`config.mk`:
```
export PLATFORM = sky130hd
export DESIGN_NAME = format_spec_parser
export DESIGN_NICKNAME = d
export VERILOG_FILES = /design/src/sv/fsp_pkg.sv /design/src/sv/format_spec_parser.sv /design/src/sv/fsp_digit_acc.sv /design/src/sv/fsp_step.sv
export SDC_FILE = /design/constraint.sdc
export NUM_CORES = 1
export LEC_CHECK = 0
export BUFFER_PORTS_ARGS = -buffer_cell sky130_fd_sc_hd__buf_2
export CORE_MARGIN = 10
export CORE_UTILIZATION = 35
export CTS_BUF_LIST = sky130_fd_sc_hd__clkbuf_4
export DETAILED_ROUTE_END_ITERATION = 10
export GPL_TIMING_DRIVEN = 0
export PLACE_DENSITY_LB_ADDON = 0.15
export SLEW_MARGIN = 40
export SYNTH_ARGS = -nofsm -noshare
export SYNTH_HDL_FRONTEND = slang
export SYNTH_HIERARCHICAL = 1
export SYNTH_SLANG_ARGS = --single-unit
```
`constraint.sdc`:
```
create_clock -name clk -period 14.15 [get_ports clk]
set_input_delay 1.415 -clock clk [delete_from_list [all_inputs] [get_ports clk]]
set_output_delay 1.415 -clock clk [all_outputs]
set_load 0.01 [all_outputs]
```
`src/sv/fsp_pkg.sv`:
```
// fsp_pkg: types, codes and reset values shared by the format specification parser.
// No dependencies; used by every other file of the block.
`default_nettype none

package fsp_pkg;

	localparam int unsigned CharW = 8;
	localparam int unsigned ValW  = 32;

	localparam logic [ValW-1:0] SatMax = {1'b0, {(ValW-1){1'b1}}};

	typedef enum logic [2:0] {
		PH_FLAGS       = 3'd0,
		PH_WIDTH       = 3'd1,
		PH_AFTER_WIDTH = 3'd2,
		PH_PREC        = 3'd3,
		PH_LEN         = 3'd4,
		PH_LEN_H       = 3'd5,
		PH_LEN_L       = 3'd6,
		PH_LEN_DONE    = 3'd7
	} phase_t;

	localparam logic [1:0] PAD_NONE  = 2'd0;
	localparam logic [1:0] PAD_ZERO  = 2'd1;
	localparam logic [1:0] PAD_LEFT  = 2'd2;

	localparam logic [1:0] SIGN_NONE  = 2'd0;
	localparam logic [1:0] SIGN_SPACE = 2'd1;
	localparam logic [1:0] SIGN_PLUS  = 2'd2;

	localparam logic [2:0] LEN_NONE = 3'd0;
	localparam logic [2:0] LEN_HH   = 3'd1;
	localparam logic [2:0] LEN_H    = 3'd2;
	localparam logic [2:0] LEN_L    = 3'd3;
	localparam logic [2:0] LEN_LL   = 3'd4;
	localparam logic [2:0] LEN_BIGL = 3'd5;

	localparam logic [CharW-1:0] CH_ZERO  = 8'h30;
	localparam logic [CharW-1:0] CH_NINE  = 8'h39;
	localparam logic [CharW-1:0] CH_MINUS = 8'h2d;
	localparam logic [CharW-1:0] CH_PLUS  = 8'h2b;
	localparam logic [CharW-1:0] CH_SPACE = 8'h20;
	localparam logic [CharW-1:0] CH_HASH  = 8'h23;
	localparam logic [CharW-1:0] CH_STAR  = 8'h2a;
	localparam logic [CharW-1:0] CH_DOT   = 8'h2e;
	localparam logic [CharW-1:0] CH_LOW_H = 8'h68;
	localparam logic [CharW-1:0] CH_LOW_L = 8'h6c;
	localparam logic [CharW-1:0] CH_BIG_L = 8'h4c;

	typedef struct packed {
		phase_t          phase;
		logic [1:0]      pad;
		logic [1:0]      sign;
		logic            alt;
		logic [ValW-1:0] width;
		logic [ValW-1:0] prec;
		logic [2:0]      len;
	} fsp_state_t;

	localparam fsp_state_t StateRst = '{
		phase: PH_FLAGS,
		pad:   PAD_NONE,
		sign:  SIGN_NONE,
		alt:   1'b0,
		width: '0,
		prec:  '1,
		len:   LEN_NONE
	};

endpackage

`default_nettype wire

```
`src/sv/format_spec_parser.sv`:
```
// format_spec_parser: top level; input word register, parse state and result register.
// Depends on fsp_pkg and fsp_step.
//
// Takes the bytes after a percent sign one word per cycle and returns one result word
// when the specifier byte arrives, carrying every parsed field. A word is registered
// on entry and resolved from that register against the parse state, and the result
// is then registered in the result register; one word is accepted every cycle for as
// long as the result register is free or being drained. in_stall rises only while a
// finished result waits under out_stall and the word held on entry is a specifier.
`default_nettype none

module format_spec_parser (
	input  wire logic                         clk,
	input  wire logic                         arst_n,
	input  wire logic                         in_valid,
	output logic                              in_stall,
	input  wire logic [fsp_pkg::CharW-1:0]    char_code,
	input  wire logic signed [fsp_pkg::ValW-1:0] star_value,
	output logic                              out_valid,
	input  wire logic                         out_stall,
	output logic [fsp_pkg::CharW-1:0]         spec_char,
	output logic [1:0]                        pad_mode,
	output logic [1:0]                        sign_mode,
	output logic                              alt_form,
	output logic signed [fsp_pkg::ValW-1:0]   field_width,
	output logic signed [fsp_pkg::ValW-1:0]   prec_value,
	output logic [2:0]                        length_code
);

	logic                        valid_s1;
	logic [fsp_pkg::CharW-1:0]   char_s1;
	logic [fsp_pkg::ValW-1:0]    star_s1;
	fsp_pkg::fsp_state_t         state_q;
	fsp_pkg::fsp_state_t         state_nxt;
	logic                        emit;
	logic                        adv_s1;
	logic                        out_valid_q;
	logic [fsp_pkg::CharW-1:0]   spec_q;
	logic [1:0]                  pad_q;
	logic [1:0]                  sign_q;
	logic                        alt_q;
	logic [fsp_pkg::ValW-1:0]    width_q;
	logic [fsp_pkg::ValW-1:0]    prec_q;
	logic [2:0]                  len_q;

	fsp_step u_step (
		.cur        (state_q),
		.char_code  (char_s1),
		.star_value (star_s1),
		.nxt        (state_nxt),
		.emit       (emit)
	);

	assign adv_s1   = !emit || !out_valid_q || !out_stall;
	assign in_stall = valid_s1 && !adv_s1;

	always_ff @(posedge clk or negedge arst_n) begin
		if (!arst_n) begin
			valid_s1 <= 1'b0;
		end else if (!in_stall) begin
			valid_s1 <= in_valid;
		end
	end

	always_ff @(posedge clk) begin
		if (in_valid && !in_stall) begin
			char_s1 <= char_code;
			star_s1 <= star_value;
		end
	end

	always_ff @(posedge clk or negedge arst_n) begin
		if (!arst_n) begin
			state_q <= fsp_pkg::StateRst;
		end else if (valid_s1 && adv_s1) begin
			state_q <= state_nxt;
		end
	end

	always_ff @(posedge clk or negedge arst_n) begin
		if (!arst_n) begin
			out_valid_q <= 1'b0;
		end else if (valid_s1 && emit && adv_s1) begin
			out_valid_q <= 1'b1;
		end else if (!out_stall) begin
			out_valid_q <= 1'b0;
		end
	end

	always_ff @(posedge clk) begin
		if (valid_s1 && emit && adv_s1) begin
			spec_q  <= char_s1;
			pad_q   <= state_q.pad;
			sign_q  <= state_q.sign;
			alt_q   <= state_q.alt;
			width_q <= state_q.width;
			prec_q  <= state_q.prec;
			len_q   <= state_q.len;
		end
	end

	assign out_valid   = out_valid_q;
	assign spec_char   = spec_q;
	assign pad_mode    = pad_q;
	assign sign_mode   = sign_q;
	assign alt_form    = alt_q;
	assign field_width = width_q;
	assign prec_value  = prec_q;
	assign length_code = len_q;

endmodule

`default_nettype wire

```
`src/sv/fsp_digit_acc.sv`:
```
// fsp_digit_acc: decimal digit accumulate (acc * 10 + d), saturating at the signed maximum.
// Depends on fsp_pkg.
`default_nettype none

module fsp_digit_acc (
	input  wire logic [fsp_pkg::ValW-2:0]  acc,
	input  wire logic [fsp_pkg::CharW-1:0] char_code,
	output logic      [fsp_pkg::ValW-1:0]  result
);

	localparam int unsigned ProdW = fsp_pkg::ValW + 3;

	logic [ProdW-1:0]         prod;
	logic [fsp_pkg::CharW-1:0] digit;

	assign digit = char_code - fsp_pkg::CH_ZERO;

	always_comb begin
		prod = {1'b0, acc, 3'b000} + {3'b000, acc, 1'b0}
			+ {{(ProdW-4){1'b0}}, digit[3:0]};
		if (prod[ProdW-1:fsp_pkg::ValW-1] != '0) begin
			result = fsp_pkg::SatMax;
		end else begin
			result = prod[fsp_pkg::ValW-1:0];
		end
	end

endmodule

`default_nettype wire

```
`src/sv/fsp_step.sv`:
```
// fsp_step: one parse step; resolves phase fall-through for a word and gives next state.
// Depends on fsp_pkg and fsp_digit_acc.
`default_nettype none

module fsp_step (
	input  wire fsp_pkg::fsp_state_t         cur,
	input  wire logic [fsp_pkg::CharW-1:0]   char_code,
	input  wire logic [fsp_pkg::ValW-1:0]    star_value,
	output fsp_pkg::fsp_state_t              nxt,
	output logic                             emit
);

	logic                      is_digit;
	logic                      is_star;
	logic                      to_width;
	logic                      to_prec;
	logic [fsp_pkg::ValW-2:0]  acc_sel;
	logic [fsp_pkg::ValW-1:0]  acc_new;
	fsp_pkg::phase_t           ph;

	assign ph       = cur.phase;
	assign is_digit = (char_code >= fsp_pkg::CH_ZERO) && (char_code <= fsp_pkg::CH_NINE);
	assign is_star  = (char_code == fsp_pkg::CH_STAR);
	assign to_width = (ph == fsp_pkg::PH_FLAGS) || (ph == fsp_pkg::PH_WIDTH);
	assign to_prec  = (ph == fsp_pkg::PH_PREC);
	assign acc_sel  = to_prec ? cur.prec[fsp_pkg::ValW-2:0] : cur.width[fsp_pkg::ValW-2:0];

	fsp_digit_acc u_digit (
		.acc       (acc_sel),
		.char_code (char_code),
		.result    (acc_new)
	);

	always_comb begin
		nxt  = cur;
		emit = 1'b0;
		if (ph == fsp_pkg::PH_FLAGS && char_code == fsp_pkg::CH_MINUS) begin
			nxt.pad = fsp_pkg::PAD_LEFT;
		end else if (ph == fsp_pkg::PH_FLAGS && char_code == fsp_pkg::CH_ZERO) begin
			if (cur.pad != fsp_pkg::PAD_LEFT) begin
				nxt.pad = fsp_pkg::PAD_ZERO;
			end
		end else if (ph == fsp_pkg::PH_FLAGS && char_code == fsp_pkg::CH_PLUS) begin
			nxt.sign = fsp_pkg::SIGN_PLUS;
		end else if (ph == fsp_pkg::PH_FLAGS && char_code == fsp_pkg::CH_SPACE) begin
			if (cur.sign != fsp_pkg::SIGN_PLUS) begin
				nxt.sign = fsp_pkg::SIGN_SPACE;
			end
		end else if (ph == fsp_pkg::PH_FLAGS && char_code == fsp_pkg::CH_HASH) begin
			nxt.alt = 1'b1;
		end else if (to_width && is_digit) begin
			nxt.width = acc_new;
			nxt.phase = fsp_pkg::PH_WIDTH;
		end else if (to_width && is_star) begin
			nxt.width = star_value;
			nxt.phase = fsp_pkg::PH_AFTER_WIDTH;
		end else if ((to_width || ph == fsp_pkg::PH_AFTER_WIDTH)
				&& char_code == fsp_pkg::CH_DOT) begin
			nxt.prec  = '0;
			nxt.phase = fsp_pkg::PH_PREC;
		end else if (to_prec && is_digit) begin
			nxt.prec = acc_new;
		end else if (to_prec && is_star) begin
			nxt.prec  = star_value;
			nxt.phase = fsp_pkg::PH_LEN;
		end else if ((to_width || ph == fsp_pkg::PH_AFTER_WIDTH || to_prec
				|| ph == fsp_pkg::PH_LEN) && char_code == fsp_pkg::CH_LOW_H) begin
			nxt.len   = fsp_pkg::LEN_H;
			nxt.phase = fsp_pkg::PH_LEN_H;
		end else if ((to_width || ph == fsp_pkg::PH_AFTER_WIDTH || to_prec
				|| ph == fsp_pkg::PH_LEN) && char_code == fsp_pkg::CH_LOW_L) begin
			nxt.len   = fsp_pkg::LEN_L;
			nxt.phase = fsp_pkg::PH_LEN_L;
		end else if ((to_width || ph == fsp_pkg::PH_AFTER_WIDTH || to_prec
				|| ph == fsp_pkg::PH_LEN) && char_code == fsp_pkg::CH_BIG_L) begin
			nxt.len   = fsp_pkg::LEN_BIGL;
			nxt.phase = fsp_pkg::PH_LEN_DONE;
		end else if (ph == fsp_pkg::PH_LEN_H && char_code == fsp_pkg::CH_LOW_H) begin
			nxt.len   = fsp_pkg::LEN_HH;
			nxt.phase = fsp_pkg::PH_LEN_DONE;
		end else if (ph == fsp_pkg::PH_LEN_L && char_code == fsp_pkg::CH_LOW_L) begin
			nxt.len   = fsp_pkg::LEN_LL;
			nxt.phase = fsp_pkg::PH_LEN_DONE;
		end else begin
			// specifier: result comes from cur, parser returns to reset state
			nxt  = fsp_pkg::StateRst;
			emit = 1'b1;
		end
	end

endmodule

`default_nettype wire

```
==> metrics.csv <==
metric;value;unit
post-cts sizing count;0;
htree depth;4;
antenna violations before repair;2;
syn nets;1360;
worst skew pair latency;0.67;ns
pin count of the biggest net entering global routing;46;
path category of the worst min-delay check;reg -> reg;
CTS clk-pin slew, worst paths;0.19;ns
worst-margin pin slew;0.884;ns
Routed WL per cell;23.3;um
Rows;69;
Boundary Pins;126;
Yosys reg bits;197;
number of port buffers;124;
TNS Setup;0;ns
pins over their slew limit;0;
grt ovf;0;
Critical-path top delay cell;fa_1;
drt total wl;43.8;mm
Peak VDD IR;0.0410;mV
PwrDens;95.6;nW/um^2
critical path type;reg -> reg;
Layout Skew;0.0355;ns
CTS Root Buffer Type;clkbuf_4;
CTS max path bufs;2;
CTS tree;yes;
DRC Markers;0;
final setup vio count;0;
DR iter-0 viols;953;
Max Freq;165;MHz
fraction of final layout cells with drive strength greater than 1;0.245;
vias;10800;
Final nets;1510;
number of fill cells;3651;
area grow syn2layout;13.1;%
max cap viols;0;
period utilization;0.429;
Mapped Cells;1253;
register area share after synthesis;0.438;
status;completed;
DP Wirelength;33.3;mm
fin crit period;6.07;ns
postcts setup bufs;0;
Via-to-Cell Ratio;5.77;
Crit path largest cell delay;0.59;ns
Crit. End Element;register;
cts bufs inserted;17;
Final Wtd Congestion;0.909;
Unique masters post-synth;84;
drt pass-1 iters;5;
worst-path cell chain;clkbuf_1 > nand3_1 > clkbuf_1 > nand2_1 > o21ai_0 > fa_1 > inv_1 > fa_1 > nor2b_1 > o2111ai_1 > and4_1 > o21ba_2 > o41a_1 > xnor2_1 > and4b_4 > buf_12 > buf_12 > nand2_2 > o221ai_1 > a21oi_1 > nand2_1 > o211ai_1;
Synth Area per Inst;10.1;um^2
die area;44300;um^2
initial core utilization;0.356;
vias in the first global route;10900;
Die Wd;211;um
RSZ-0062 raised after global routing;no;
synthesis warning total;6;
Top FF cell, synth;edfxtp_1;
leakage;6.05;nW
asr flop ratio synth;0.391;
CTS Hold Bufs;0;
die height;211;um
first-pass GRT wire length;67.1;mm
Antenna Violating Nets Remaining;0;
Overall Global Routing Usage;0.195;
core box area;35700;um^2
Post-Syn Area;12700;um^2
relative slew slack;0.404;
most frequent cells in the layout;nand2_1, buf_2, edfxtp_1;
Critical Path Fanout Max;10;
Setup crit start kind;register;
critical path required time;14.74;ns
Clock Sinks;197;
Post-synth EDFFs;120;
Fin. Hold Viols;0;
total design power;0.00137;W
most common cell after layout, fill and taps aside;nand2_1;
Critical Path AT;6.65;ns
-- final cells by class --
type,count,area (um^2),share of cell area
Timing Repair Buffer,131,762,0.0530
Clock buffer,17,128,0.00888
Multi-Input combinational cell,911,6360,0.442
Buffer,99,629,0.0438
Clock inverter,15,170,0.0118
Antenna cell,2,5.00,0.000348
Tap cell,461,577,0.0401
Sequential cell,197,5570,0.388
Inverter,46,173,0.0120
-- worst paths after layout --
kind                       depth (start not counted)               startpoint  slack (ns)                       end
min                                                0   state_q[1]$_DFFE_PN0P_        0.53  length_code[1]$_DFFE_PP_
max reg2reg                                       22  state_q[72]$_DFFE_PN0P_        8.08   state_q[10]$_DFFE_PN1P_
min reg2reg                                        0   state_q[1]$_DFFE_PN0P_        0.53  length_code[1]$_DFFE_PP_
max in group asynchronous                          2                   arst_n       12.87   state_q[34]$_DFFE_PN1P_
max                                               22  state_q[72]$_DFFE_PN0P_        8.08   state_q[10]$_DFFE_PN1P_
min in group asynchronous                          1                   arst_n        0.62   state_q[50]$_DFFE_PN0P_
-- flip-flops by register name, summed over array words and instances (netlist names) --
register,cells
valid_s1,1
state_q,75
char_s1,8
field_width,32
out_valid,1
length_code,3
star_s1,32
spec_char,8
alt_form,1
sign_mode,2
prec_value,32
pad_mode,2
-- logic make-up after synthesis --
family,synth area share
compound gates,0.224
xor+xnor,0.0159
fa+ha+maj,0.0632
buf+inv,0.0631
flops,0.438
mux,0.00256
other cells,0.000295
simple gates,0.193
-- critical path, delay by kind of cell (launching register included) --
kind                     cells  cell delay, ns
adder cells (fa/ha/maj)      2            1.02
AND/OR/NAND/NOR              7            1.63
XOR/XNOR                     1            0.15
flip-flops                   1            0.49
buffers and inverters        5            1.18
AO/OA/AOI/OAI                7            1.51
-- per-stage QoR --
stage / setup slack [ns] / hold slack, ns / util / instance area (um^2) / instances
floorplan: 7.55 / 0.442 / - / 12700 / 1253
global placement: 4.48 / 0.494 / 0.390 / 13900 / 1838
detailed placement: 8.36 / 0.503 / 0.395 / 14100 / 1845
CTS: 8.29 / 0.528 / 0.403 / 14400 / 1877
global route: 7.84 / 0.540 / 0.403 / 14400 / 1879
finish: 8.08 / 0.528 / 0.403 / 14400 / 1879
-- power breakdown --
group	internal, W	total [W]	switching [W]	leakage, nW
sequential	0.000698	0.000744	0.0000466	2.11
clock	0.000110	0.000331	0.000222	0.156
combinational	0.000105	0.000299	0.000194	3.78
-- cells in the mapped netlist, types with 3 or more instances --
master     number  share of area
nand2_1       161          0.048
edfxtp_1      120           0.28
nand2b_1       84          0.041
nand4_1        84          0.041
a21oi_1        64          0.025
o21ai_0        62          0.024
ha_1           61          0.060
o211ai_2       51          0.050
clkbuf_1       50          0.015
inv_1          46          0.014
dfrtp_1        45          0.089
nor2_1         36          0.011
o221ai_1       34          0.023
o2bb2ai_1      34          0.023
a22oi_1        33          0.019
dfstp_2        32          0.066
o211ai_1       29          0.017
buf_2          23         0.0091
nand2_2        21          0.010
buf_6          15          0.013
nand3_1        14         0.0055
xnor2_1        13         0.0090
o21a_1         10         0.0059
xor2_1         10         0.0069
a21o_1          9         0.0053
and3_1          9         0.0044
or3_1           7         0.0034
a31oi_1         5         0.0025
buf_4           5         0.0030
nor3_1          5         0.0020
o21bai_1        4         0.0024
and2_1          3         0.0015
and3_2          3         0.0018
and4_1          3         0.0021
buf_12          3         0.0047
nor2b_1         3         0.0015
o211a_1         3         0.0024
o31ai_1         3         0.0018
-- routing by layer --
layer | vias up | global-route usage | wire length, um
met5 | - | 0 | 0
li1 | 5029 | - | -
met1 | 5373 | 0.259 | 19600
met4 | 0 | 0.0634 | 979
met3 | 55 | 0.0358 | 2690
met2 | 378 | 0.316 | 20500
(Power assumes the default switching activity.)
